<file path="src/hw/rtl/smsd_pkg.sv">
package smsd_pkg;

    // Field and accumulator widths
    localparam int SAMPLE_W = 12;
    localparam int CNT_W    = 13;
    localparam int SUM_W    = 24;
    localparam int SQS_W    = 37;
    localparam int SQ1_W    = 2 * SAMPLE_W;
    localparam int OUT_W    = 16;

    // Multiplier and derived widths
    localparam int MUL_W    = 2 * SUM_W;          // widest product: sum * sum
    localparam int PROD_W   = CNT_W + SQS_W;      // n * sum of squares
    localparam int DEN_W    = SUM_W;              // n * (n - 1) and n both fit
    localparam int DIV_W    = PROD_W + 8;         // 256 * deviation numerator
    localparam int ROOT_IN_W  = 2 * OUT_W;        // variance in Q8 fits 32 bits
    localparam int ROOT_STEPS = OUT_W;

    localparam int MAX_SAMPLES_DEF = 4096;

    // Datapath operations
    localparam logic [3:0] OP_NONE      = 4'd0;
    localparam logic [3:0] OP_DIVM_LOAD = 4'd1;
    localparam logic [3:0] OP_DIV_STEP  = 4'd2;
    localparam logic [3:0] OP_DIVM_SAVE = 4'd3;
    localparam logic [3:0] OP_MUL_NLO   = 4'd4;
    localparam logic [3:0] OP_MUL_NHI   = 4'd5;
    localparam logic [3:0] OP_MUL_SS    = 4'd6;
    localparam logic [3:0] OP_MUL_NN    = 4'd7;
    localparam logic [3:0] OP_DIFF      = 4'd8;
    localparam logic [3:0] OP_ROOT_LOAD = 4'd9;
    localparam logic [3:0] OP_ROOT_STEP = 4'd10;
    localparam logic [3:0] OP_EMIT      = 4'd11;

    typedef struct packed {
        logic [3:0] op;
    } t_cmd;

    typedef struct packed {
        logic too_few;
        logic n_zero;
    } t_stat;

endpackage

</file>
<file path="src/hw/rtl/smsd_ctrl.sv">
module smsd_ctrl (
    input  logic           i_clk,
    input  logic           i_rst_n,
    input  logic           i_accept,
    input  logic           i_last,
    input  smsd_pkg::t_stat i_stat,
    output smsd_pkg::t_cmd o_cmd,
    output logic           busy
);

    localparam int DIV_STEPS  = smsd_pkg::DIV_W;
    localparam int ROOT_STEPS = smsd_pkg::ROOT_STEPS;
    localparam int STEP_W = $clog2(DIV_STEPS > ROOT_STEPS ? DIV_STEPS : ROOT_STEPS);

    localparam logic [3:0] S_ACC   = 4'd0;
    localparam logic [3:0] S_FOLD  = 4'd1;
    localparam logic [3:0] S_DML   = 4'd2;
    localparam logic [3:0] S_DMS   = 4'd3;
    localparam logic [3:0] S_DMV   = 4'd4;
    localparam logic [3:0] S_M0    = 4'd5;
    localparam logic [3:0] S_M1    = 4'd6;
    localparam logic [3:0] S_M2    = 4'd7;
    localparam logic [3:0] S_M3    = 4'd8;
    localparam logic [3:0] S_DIFF  = 4'd9;
    localparam logic [3:0] S_DVS   = 4'd10;
    localparam logic [3:0] S_RL    = 4'd11;
    localparam logic [3:0] S_RS    = 4'd12;
    localparam logic [3:0] S_EMIT  = 4'd13;

    logic [3:0]        r_state, n_state;
    logic [STEP_W-1:0] r_step, n_step;

    always_comb begin
        n_state = r_state;
        n_step  = r_step;
        o_cmd.op = smsd_pkg::OP_NONE;
        unique case (r_state)
            S_ACC: begin
                if (i_accept && i_last) begin
                    n_state = S_FOLD;
                end
            end
            S_FOLD: n_state = S_DML;
            S_DML: begin
                o_cmd.op = smsd_pkg::OP_DIVM_LOAD;
                n_step   = '0;
                n_state  = S_DMS;
            end
            S_DMS: begin
                o_cmd.op = smsd_pkg::OP_DIV_STEP;
                n_step   = r_step + 1'b1;
                if (r_step == STEP_W'(DIV_STEPS - 1)) begin
                    n_state = S_DMV;
                end
            end
            S_DMV: begin
                o_cmd.op = smsd_pkg::OP_DIVM_SAVE;
                n_state  = i_stat.too_few ? S_EMIT : S_M0;
            end
            S_M0: begin
                o_cmd.op = smsd_pkg::OP_MUL_NLO;
                n_state  = S_M1;
            end
            S_M1: begin
                o_cmd.op = smsd_pkg::OP_MUL_NHI;
                n_state  = S_M2;
            end
            S_M2: begin
                o_cmd.op = smsd_pkg::OP_MUL_SS;
                n_state  = S_M3;
            end
            S_M3: begin
                o_cmd.op = smsd_pkg::OP_MUL_NN;
                n_state  = S_DIFF;
            end
            S_DIFF: begin
                o_cmd.op = smsd_pkg::OP_DIFF;
                n_step   = '0;
                n_state  = S_DVS;
            end
            S_DVS: begin
                o_cmd.op = smsd_pkg::OP_DIV_STEP;
                n_step   = r_step + 1'b1;
                if (r_step == STEP_W'(DIV_STEPS - 1)) begin
                    n_state = S_RL;
                end
            end
            S_RL: begin
                o_cmd.op = smsd_pkg::OP_ROOT_LOAD;
                n_step   = '0;
                n_state  = S_RS;
            end
            S_RS: begin
                o_cmd.op = smsd_pkg::OP_ROOT_STEP;
                n_step   = r_step + 1'b1;
                if (r_step == STEP_W'(ROOT_STEPS - 1)) begin
                    n_state = S_EMIT;
                end
            end
            S_EMIT: begin
                o_cmd.op = smsd_pkg::OP_EMIT;
                n_state  = S_ACC;
            end
            default: n_state = S_ACC;
        endcase
    end

    assign busy = (r_state != S_ACC);

    always_ff @(posedge i_clk) begin
        if (!i_rst_n) begin
            r_state <= S_ACC;
            r_step  <= '0;
        end else begin
            r_state <= n_state;
            r_step  <= n_step;
        end
    end

endmodule

</file>
<file path="src/hw/rtl/smsd_dp.sv">
module smsd_dp #(
    parameter int MAX_SAMPLES = smsd_pkg::MAX_SAMPLES_DEF
) (
    input  logic                              i_clk,
    input  logic                              i_rst_n,
    input  logic                              i_accept,
    input  logic [smsd_pkg::SAMPLE_W-1:0]     i_sample,
    input  smsd_pkg::t_cmd                    i_cmd,
    output smsd_pkg::t_stat                   o_stat,
    output logic                              o_valid,
    output logic [smsd_pkg::OUT_W-1:0]        o_mean_q4,
    output logic [smsd_pkg::OUT_W-1:0]        o_stddev_q4,
    output logic [smsd_pkg::CNT_W-1:0]        o_sample_total,
    output logic                              o_too_few,
    output logic                              o_overflowed
);

    localparam int SAMPLE_W  = smsd_pkg::SAMPLE_W;
    localparam int CNT_W     = smsd_pkg::CNT_W;
    localparam int SUM_W     = smsd_pkg::SUM_W;
    localparam int SQS_W     = smsd_pkg::SQS_W;
    localparam int SQ1_W     = smsd_pkg::SQ1_W;
    localparam int MUL_W     = smsd_pkg::MUL_W;
    localparam int PROD_W    = smsd_pkg::PROD_W;
    localparam int DEN_W     = smsd_pkg::DEN_W;
    localparam int DIV_W     = smsd_pkg::DIV_W;
    localparam int OUT_W     = smsd_pkg::OUT_W;
    localparam int RIN_W     = smsd_pkg::ROOT_IN_W;
    localparam int RREM_W    = OUT_W + 2;
    localparam int LO_W      = SUM_W;
    localparam logic [CNT_W-1:0] MAX_N = CNT_W'(MAX_SAMPLES);

    // Input stage and batch accumulators
    logic                 r_pv, n_pv;
    logic [SAMPLE_W-1:0]  r_ps, n_ps;
    logic [SQ1_W-1:0]     r_psq, n_psq;
    logic [CNT_W-1:0]     r_count, n_count;
    logic [SUM_W-1:0]     r_sum, n_sum;
    logic [SQS_W-1:0]     r_sumsq, n_sumsq;
    logic                 r_ovf, n_ovf;

    // Shared multiplier and result stages
    logic [MUL_W-1:0]     r_mul, n_mul;
    logic [PROD_W-1:0]    r_prod, n_prod;
    logic [MUL_W-1:0]     r_sqr, n_sqr;
    logic [SUM_W-1:0]     mul_a, mul_b;

    // Restoring divider: dividend shifts out, quotient shifts in
    logic [DIV_W-1:0]     r_dvd, n_dvd;
    logic [DEN_W-1:0]     r_den, n_den;
    logic [DEN_W:0]       r_rem, n_rem;
    logic [DEN_W:0]       rem_sh;
    logic                 div_ge;
    logic [PROD_W-1:0]    diff;

    // Digit-by-digit square root
    logic [RIN_W-1:0]     r_rx, n_rx;
    logic [OUT_W-1:0]     r_root, n_root;
    logic [RREM_W-1:0]    r_rrem, n_rrem;
    logic [RREM_W-1:0]    rrem_sh, rtrial;

    logic [OUT_W-1:0]     r_mean, n_mean;

    // Result registers
    logic                 r_ov, n_ov;
    logic [OUT_W-1:0]     r_om, n_om, r_osd, n_osd;
    logic [CNT_W-1:0]     r_on, n_on;
    logic                 r_otf, n_otf, r_oovf, n_oovf;

    assign o_stat.too_few = (r_count < CNT_W'(2));
    assign o_stat.n_zero  = (r_count == '0);

    always_comb begin
        unique case (i_cmd.op)
            smsd_pkg::OP_MUL_NLO: begin
                mul_a = SUM_W'(r_count);
                mul_b = r_sumsq[LO_W-1:0];
            end
            smsd_pkg::OP_MUL_NHI: begin
                mul_a = SUM_W'(r_count);
                mul_b = SUM_W'(r_sumsq[SQS_W-1:LO_W]);
            end
            smsd_pkg::OP_MUL_SS: begin
                mul_a = r_sum;
                mul_b = r_sum;
            end
            smsd_pkg::OP_MUL_NN: begin
                mul_a = SUM_W'(r_count);
                mul_b = SUM_W'(r_count - 1'b1);
            end
            default: begin
                mul_a = '0;
                mul_b = '0;
            end
        endcase
    end

    assign rem_sh  = {r_rem[DEN_W-1:0], r_dvd[DIV_W-1]};
    assign div_ge  = (rem_sh >= {1'b0, r_den});
    assign diff    = (r_prod > PROD_W'(r_sqr)) ? (r_prod - PROD_W'(r_sqr)) : '0;
    assign rrem_sh = {r_rrem[RREM_W-3:0], r_rx[RIN_W-1:RIN_W-2]};
    assign rtrial  = {r_root, 2'b01};

    always_comb begin
        n_pv    = i_accept;
        n_ps    = r_ps;
        n_psq   = r_psq;
        n_count = r_count;
        n_sum   = r_sum;
        n_sumsq = r_sumsq;
        n_ovf   = r_ovf;
        n_mul   = r_mul;
        n_prod  = r_prod;
        n_sqr   = r_sqr;
        n_dvd   = r_dvd;
        n_den   = r_den;
        n_rem   = r_rem;
        n_rx    = r_rx;
        n_root  = r_root;
        n_rrem  = r_rrem;
        n_mean  = r_mean;
        n_ov    = 1'b0;
        n_om    = r_om;
        n_osd   = r_osd;
        n_on    = r_on;
        n_otf   = r_otf;
        n_oovf  = r_oovf;

        // Register the sample and its square; fold it in on the next cycle
        if (i_accept) begin
            n_ps  = i_sample;
            n_psq = i_sample * i_sample;
        end
        if (r_pv) begin
            if (r_count < MAX_N) begin
                n_count = r_count + 1'b1;
                n_sum   = r_sum + SUM_W'(r_ps);
                n_sumsq = r_sumsq + SQS_W'(r_psq);
            end else begin
                n_ovf = 1'b1;
            end
        end

        unique case (i_cmd.op)
            smsd_pkg::OP_NONE: ;
            smsd_pkg::OP_DIVM_LOAD: begin
                n_dvd = DIV_W'({r_sum, 4'b0000});
                n_den = DEN_W'(r_count);
                n_rem = '0;
            end
            smsd_pkg::OP_DIV_STEP: begin
                n_rem = div_ge ? (rem_sh - {1'b0, r_den}) : rem_sh;
                n_dvd = {r_dvd[DIV_W-2:0], div_ge};
            end
            smsd_pkg::OP_DIVM_SAVE: begin
                n_mean = o_stat.n_zero ? '0 : r_dvd[OUT_W-1:0];
            end
            smsd_pkg::OP_MUL_NLO: begin
                n_mul = mul_a * mul_b;
            end
            smsd_pkg::OP_MUL_NHI: begin
                n_mul  = mul_a * mul_b;
                n_prod = PROD_W'(r_mul);
            end
            smsd_pkg::OP_MUL_SS: begin
                n_mul  = mul_a * mul_b;
                n_prod = r_prod + (PROD_W'(r_mul) << LO_W);
            end
            smsd_pkg::OP_MUL_NN: begin
                n_mul = mul_a * mul_b;
                n_sqr = r_mul;
            end
            smsd_pkg::OP_DIFF: begin
                n_den = r_mul[DEN_W-1:0];
                n_dvd = {diff, 8'h00};
                n_rem = '0;
            end
            smsd_pkg::OP_ROOT_LOAD: begin
                n_rx   = r_dvd[RIN_W-1:0];
                n_root = '0;
                n_rrem = '0;
            end
            smsd_pkg::OP_ROOT_STEP: begin
                n_rx = {r_rx[RIN_W-3:0], 2'b00};
                if (rrem_sh >= rtrial) begin
                    n_rrem = rrem_sh - rtrial;
                    n_root = {r_root[OUT_W-2:0], 1'b1};
                end else begin
                    n_rrem = rrem_sh;
                    n_root = {r_root[OUT_W-2:0], 1'b0};
                end
            end
            smsd_pkg::OP_EMIT: begin
                n_ov    = 1'b1;
                n_om    = r_mean;
                n_osd   = o_stat.too_few ? '0 : r_root;
                n_on    = r_count;
                n_otf   = o_stat.too_few;
                n_oovf  = r_ovf;
                // Clear the batch for the next one
                n_count = '0;
                n_sum   = '0;
                n_sumsq = '0;
                n_ovf   = 1'b0;
            end
            default: ;
        endcase
    end

    always_ff @(posedge i_clk) begin
        if (!i_rst_n) begin
            r_pv    <= 1'b0;
            r_count <= '0;
            r_sum   <= '0;
            r_sumsq <= '0;
            r_ovf   <= 1'b0;
            r_ov    <= 1'b0;
        end else begin
            r_pv    <= n_pv;
            r_count <= n_count;
            r_sum   <= n_sum;
            r_sumsq <= n_sumsq;
            r_ovf   <= n_ovf;
            r_ov    <= n_ov;
        end
    end

    always_ff @(posedge i_clk) begin
        r_ps   <= n_ps;
        r_psq  <= n_psq;
        r_mul  <= n_mul;
        r_prod <= n_prod;
        r_sqr  <= n_sqr;
        r_dvd  <= n_dvd;
        r_den  <= n_den;
        r_rem  <= n_rem;
        r_rx   <= n_rx;
        r_root <= n_root;
        r_rrem <= n_rrem;
        r_mean <= n_mean;
        r_om   <= n_om;
        r_osd  <= n_osd;
        r_on   <= n_on;
        r_otf  <= n_otf;
        r_oovf <= n_oovf;
    end

    assign o_valid        = r_ov;
    assign o_mean_q4      = r_om;
    assign o_stddev_q4    = r_osd;
    assign o_sample_total = r_on;
    assign o_too_few      = r_otf;
    assign o_overflowed   = r_oovf;

endmodule

</file>
<file path="src/hw/rtl/sample_mean_stddev.sv">
// Batch mean and sample standard deviation of 12-bit converter samples. Samples
// transfer one per clock while busy is low: start high with busy low accepts
// i_sample, and i_last marks the final sample of a batch. After the last sample
// busy rises while a shared multiplier, a one-bit-per-cycle restoring divider (58
// steps, run once for the mean and once for the variance) and a square root taking
// two radicand bits per step (16 steps) finish the result; batches of fewer than
// two samples skip the variance.
// The result appears for exactly one cycle with o_valid high, in the first cycle
// with busy low again; the receiver cannot stall it, so capture it on that cycle.
// Both outputs carry 4 fraction bits, truncated. Samples beyond MAX_SAMPLES in a
// batch are dropped and reported through o_overflowed.
module sample_mean_stddev #(
    parameter int MAX_SAMPLES = smsd_pkg::MAX_SAMPLES_DEF
) (
    input  logic                          i_clk,
    input  logic                          i_rst_n,
    input  logic                          start,
    output logic                          busy,
    input  logic [smsd_pkg::SAMPLE_W-1:0] i_sample,
    input  logic                          i_last,
    output logic                          o_valid,
    output logic [smsd_pkg::OUT_W-1:0]    o_mean_q4,
    output logic [smsd_pkg::OUT_W-1:0]    o_stddev_q4,
    output logic [smsd_pkg::CNT_W-1:0]    o_sample_total,
    output logic                          o_too_few,
    output logic                          o_overflowed
);

    smsd_pkg::t_cmd  cmd;
    smsd_pkg::t_stat stat;
    logic            accept;

    // A transfer happens whenever start meets an idle block
    assign accept = start && !busy;

    // Sequence the end-of-batch arithmetic
    smsd_ctrl u_ctrl (
        .i_clk    (i_clk),
        .i_rst_n  (i_rst_n),
        .i_accept (accept),
        .i_last   (i_last),
        .i_stat   (stat),
        .o_cmd    (cmd),
        .busy     (busy)
    );

    // Accumulate samples and hold the divider, root and result registers
    smsd_dp #(
        .MAX_SAMPLES (MAX_SAMPLES)
    ) u_dp (
        .i_clk          (i_clk),
        .i_rst_n        (i_rst_n),
        .i_accept       (accept),
        .i_sample       (i_sample),
        .i_cmd          (cmd),
        .o_stat         (stat),
        .o_valid        (o_valid),
        .o_mean_q4      (o_mean_q4),
        .o_stddev_q4    (o_stddev_q4),
        .o_sample_total (o_sample_total),
        .o_too_few      (o_too_few),
        .o_overflowed   (o_overflowed)
    );

endmodule

</file>
<file path="config.mk">
export PLATFORM = sky130hd
export DESIGN_NAME = sample_mean_stddev
export DESIGN_NICKNAME = d
export VERILOG_FILES = /design/src/hw/rtl/smsd_pkg.sv /design/src/hw/rtl/smsd_ctrl.sv /design/src/hw/rtl/smsd_dp.sv /design/src/hw/rtl/sample_mean_stddev.sv
export SDC_FILE = /design/constraint.sdc
export NUM_CORES = 2
export LEC_CHECK = 0
export ABC_AREA = 1
export BUFFER_PORTS_ARGS = -buffer_cell sky130_fd_sc_hd__buf_2
export CAP_MARGIN = 20
export CORE_ASPECT_RATIO = 0.7
export CORE_MARGIN = 8
export CORE_UTILIZATION = 40
export CTS_BUF_LIST = sky130_fd_sc_hd__clkbuf_4 sky130_fd_sc_hd__clkbuf_8
export CTS_CLUSTER_DIAMETER = 40
export DETAILED_ROUTE_END_ITERATION = 16
export GPL_TIMING_DRIVEN = 0
export PLACE_DENSITY = 0.62
export SYNTH_ARGS = -nofsm -noshare
export SYNTH_HDL_FRONTEND = slang
export SYNTH_HIERARCHICAL = 1
export SYNTH_SLANG_ARGS = --single-unit
</file>
<file path="constraint.sdc">
create_clock -name i_clk -period 22.1 [get_ports i_clk]
set_input_delay 2.21 -clock i_clk [delete_from_list [all_inputs] [get_ports i_clk]]
set_output_delay 2.21 -clock i_clk [all_outputs]
set_load 0.005 [all_outputs]
</file>
==> metrics list <==
- The run finished with clean final reports.
* Number of antenna violations at the first check in global routing: 8
- On the final layout, the worst clock skew is 0.0665 ns.
- Sequential cells burn 31.9% of the power.
* Arrival @ worst endpoint: 11.19 ns
* Element type at the critical path end: flop
* Syn-to-layout area delta: 8.58%
* FILL cells: 13,596
- The number of slew-limit violations in the final report came to 0.
- Power Density: 80.9 mW/mm^2
- For the worst-skew pair, the clock arrives at the later sink with an insertion delay of 0.78 ns.
- The core region is 0.133 sq mm.
- CTS tree: yes
* Period utilization: 48.3%
- Die outline area: 0.147 sq mm
* Top_reg_cell synth: sky130_fd_sc_hd__edfxtp_1
- Port bufs: 64
* Cells after Synth: 6,907
- Net switching is 44.6% of the power.
* Worst Tran Pin Value: 1.26 ns
- Mapped Avg Cell Area: 7.80 sq um
- Total number of vias: 45,962
- Top achievable clock speed: 0.0938 GHz
- Initial DRT Pass Iterations: 7
- Post-CTS repair changed the size of 0 cells.
* Initial Util: 40.4%
- Type of the worst setup path: flop to flop
- Of all nets on the critical path, the largest fanout is 52.
- Max-cap violations in this run came to 0.
- Library cell used as clock root buffer: sky130_fd_sc_hd__clkbuf_8
- Post-CTS clock slew at the launch and capture registers of the worst setup and hold paths: 0.07 ns
* Setup TNS Final: 0 ns
* Master of the slowest instance on the critical path: sky130_fd_sc_hd__buf_2
- The final hold violation count was 0.
* Post-synthesis cell area: 0.0539 sq mm
* Int Power: 2.62 mW
- In this run the number of H-tree levels came out at 3.
* Post-layout instance count excluding filler cells: 8,908
- Final critical delay including setup and external delays: 10.67 ns
* Slowest stage delay, CP: 0.75 ns
- The worst-case IR drop observed on VDD is 81.7 uV.
- Routability-driven placement finished with a final weighted congestion of 0.990.
- STA puts the critical path data required time at 22.62 ns.
* Leakage: 28.7 nW
* Buffers inserted by post-CTS timing repair: 0
- Setup violations remaining at the end of the flow were counted as 0.
- Synth Net Count: 7,874
- Cell taking the most area after synthesis: sky130_fd_sc_hd__edfxtp_1
- Measured along the x axis, the die boundary spans 455 um.
* Global-route usage over all layers: 24.4%
- Part of the total power dissipated in combinational logic: 48.6%
- Chip height: 323 um
- Once detail routing completed, the nets flagged for antenna violations numbered 0.
- The top cell type by area accounts for 23.0% of the synthesized area.
* Cell type with the highest occurrence count on the critical path: sky130_fd_sc_hd__inv_1
- The first global-routing pass estimated 273,000 um of wire.
- Via count normalized by instance count: 5.16
- Share of cells above drive strength 1: 5.88%
* Final routed wirelength across all metal layers: 181,000 um
- In this run the worst hold path is classified as flop to flop.
- After the first detailed-routing iteration, the DRC count stood at 4,644.
- Leading post-synthesis cells by cell area: sky130_fd_sc_hd__edfxtp_1 (23%), sky130_fd_sc_hd__fa_1 (21%), sky130_fd_sc_hd__nand2_1 (12%), sky130_fd_sc_hd__inv_1 (10%), sky130_fd_sc_hd__ha_1 (9.0%)
- Entering global routing, the biggest net connects 53 pins.
- Row generation in the floorplan step produced 112 rows.
* Synth warnings: 6
- Async SR Flop Fraction: 0%
- I/O pins: 65
* Number of nets in the layout: 8,036
* Commonest cells in the netlist: sky130_fd_sc_hd__nand2_1 (1,719), sky130_fd_sc_hd__inv_1 (1,485), sky130_fd_sc_hd__nor2_1 (765)
- Vias in the first global route: 44,684
- The analysis attributes to net switching a power of 2.11 mW.
- After detailed routing, the average wire length per cell comes to 20.3 um.
- Most frequent cell after synthesis: sky130_fd_sc_hd__nand2_1
* Count of flip-flops with a built-in enable after synthesis: 413
- Grt ovf: 0
- Once detailed placement completed, the half-perimeter wirelength came to 150,000 um.
- Type of origin of the critical path: flop
* Placed Cells incl. Taps: 8,747
- Deepest clock path buffer count: 3
- CTS buffer count: 85
- After detailed routing, the number of remaining DRC violations is 0.
- Per report_power, the clock group accounts for 19.5% of the total.
- Unrepaired setup endpoints after global routing: no
- Sequential element share of the synthesized area: 26.3%
- Synth unique cells: 59
- In this run the tightest slew margin relative to its limit is 16.2%.
- In this run, synthesis produced a sequential element count of 500.
- Quantity of hold-fixing buffers added after cts: 0
- Sink count of the clock tree: 500
==> power by group through the flow <==
stage | combinational, mW | clock [mW] | sequential, mW
after CTS | 2.28 | 0.950 | 1.51
after global routing | 2.59 | 0.993 | 1.52
after detailed placement | 2.26 | 0 | 1.53
final | 2.30 | 0.925 | 1.51
after global placement | 2.22 | 0 | 1.55
after floorplan | 1.64 | 0 | 1.47
==> per-layer routing <==
layer  up-vias  routed length [um]  GRT usage, %
met5         -                  26             0
met3       246               19000          6.56
li1      21570                   -             -
met4         4                4470          5.91
met1     22226               85200          36.8
met2      1916               72400          34.4
==> layout make-up <==
type	count	area [sq um]	share of cell area (%)
Timing Repair Buffer	75	513	0.877
Antenna cell	3	7.51	0.0128
Buffer	152	758	1.30
Tap cell	1767	2210	3.78
Clock buffer	113	1390	2.38
Inverter	1538	5780	9.87
Clock inverter	43	462	0.789
Multi-Input combinational cell	4717	33200	56.8
Sequential cell	500	14100	24.2
==> worst max-delay path, delay by kind of cell, from the launching register on <==
family	cells	cell delay [ns]
AO/OA/AOI/OAI	2	0.35
XOR/XNOR	1	0.10
adder cells (fa/ha/maj)	8	4.23
buffers and inverters	15	2.53
flip-flops	1	0.38
AND/OR/NAND/NOR	13	2.80
==> registers in the layout (all words and copies together) (netlist names), 32 cells and up <==
name          flops
u_dp/r_sqr       48
u_dp/r_mul       48
u_dp/r_sumsq     37
u_dp/r_dvd       58
u_dp/r_prod      50
u_dp/r_rx        32
==> cells in the final DEF, fill, tap and decap left out, types with 9 or more instances in the layout <==
| master | instances |
|---|---|
| sky130_fd_sc_hd__a21o_1 | 18 |
| sky130_fd_sc_hd__a21oi_1 | 296 |
| sky130_fd_sc_hd__a31oi_1 | 15 |
| sky130_fd_sc_hd__buf_1 | 10 |
| sky130_fd_sc_hd__buf_2 | 118 |
| sky130_fd_sc_hd__buf_4 | 14 |
| sky130_fd_sc_hd__buf_6 | 10 |
| sky130_fd_sc_hd__clkbuf_1 | 66 |
| sky130_fd_sc_hd__clkbuf_4 | 27 |
| sky130_fd_sc_hd__clkbuf_8 | 87 |
| sky130_fd_sc_hd__clkinv_1 | 16 |
| sky130_fd_sc_hd__dfxtp_1 | 87 |
| sky130_fd_sc_hd__edfxtp_1 | 413 |
| sky130_fd_sc_hd__fa_1 | 564 |
| sky130_fd_sc_hd__ha_1 | 387 |
| sky130_fd_sc_hd__inv_1 | 1485 |
| sky130_fd_sc_hd__inv_2 | 47 |
| sky130_fd_sc_hd__nand2_1 | 1718 |
| sky130_fd_sc_hd__nand3_1 | 227 |
| sky130_fd_sc_hd__nand3b_1 | 17 |
| sky130_fd_sc_hd__nand4_1 | 63 |
| sky130_fd_sc_hd__nor2_1 | 764 |
| sky130_fd_sc_hd__nor2_2 | 18 |
| sky130_fd_sc_hd__nor2_4 | 15 |
| sky130_fd_sc_hd__nor3_1 | 66 |
| sky130_fd_sc_hd__o21a_1 | 9 |
| sky130_fd_sc_hd__o21ai_0 | 229 |
| sky130_fd_sc_hd__o21ai_1 | 13 |
| sky130_fd_sc_hd__o21ai_2 | 9 |
| sky130_fd_sc_hd__o21bai_1 | 47 |
| sky130_fd_sc_hd__o22ai_1 | 14 |
| sky130_fd_sc_hd__xnor2_1 | 77 |
| sky130_fd_sc_hd__xor2_1 | 75 |
==> worst paths after layout <==
kind | startpoint | end | slack [ns] | cells after the start
worst max-delay path | u_ctrl/r_state[0] | u_dp/r_mul[38] | 11.43 | 39
worst min register to register | u_dp/r_mean[1] | u_dp/o_mean_q4[1] | 0.42 | 0
worst min-delay path | u_dp/r_mean[1] | u_dp/o_mean_q4[1] | 0.42 | 0
worst max register to register | u_ctrl/r_state[0] | u_dp/r_mul[38] | 11.43 | 39
==> cells by family after synthesis <==
kind of cell / count (synthesis) / synth area share (%)
flops: 500 / 26.3
buf+inv: 1690 / 12.1
fa+ha+maj: 951 / 29.9
compound gates: 680 / 7.00
simple gates: 2934 / 22.2
xor+xnor: 152 / 2.47
==> through the flow <==
stage,hold slack (ns),area (sq um),setup slack (ns),power [mW],util [%]
6_report,0.419,58500,11.43,4.73,43.8
5_1_grt,0.425,58500,10.82,5.11,43.8
4_1_cts,0.420,58500,11.62,4.74,43.8
3_5_place_dp,0.405,56600,11.67,3.79,42.4
3_3_place_gp,0.407,56400,11.75,3.76,42.3
2_1_floorplan,0.400,53900,13.90,3.11,-
Note: power is estimated with default switching activity, not from simulation.
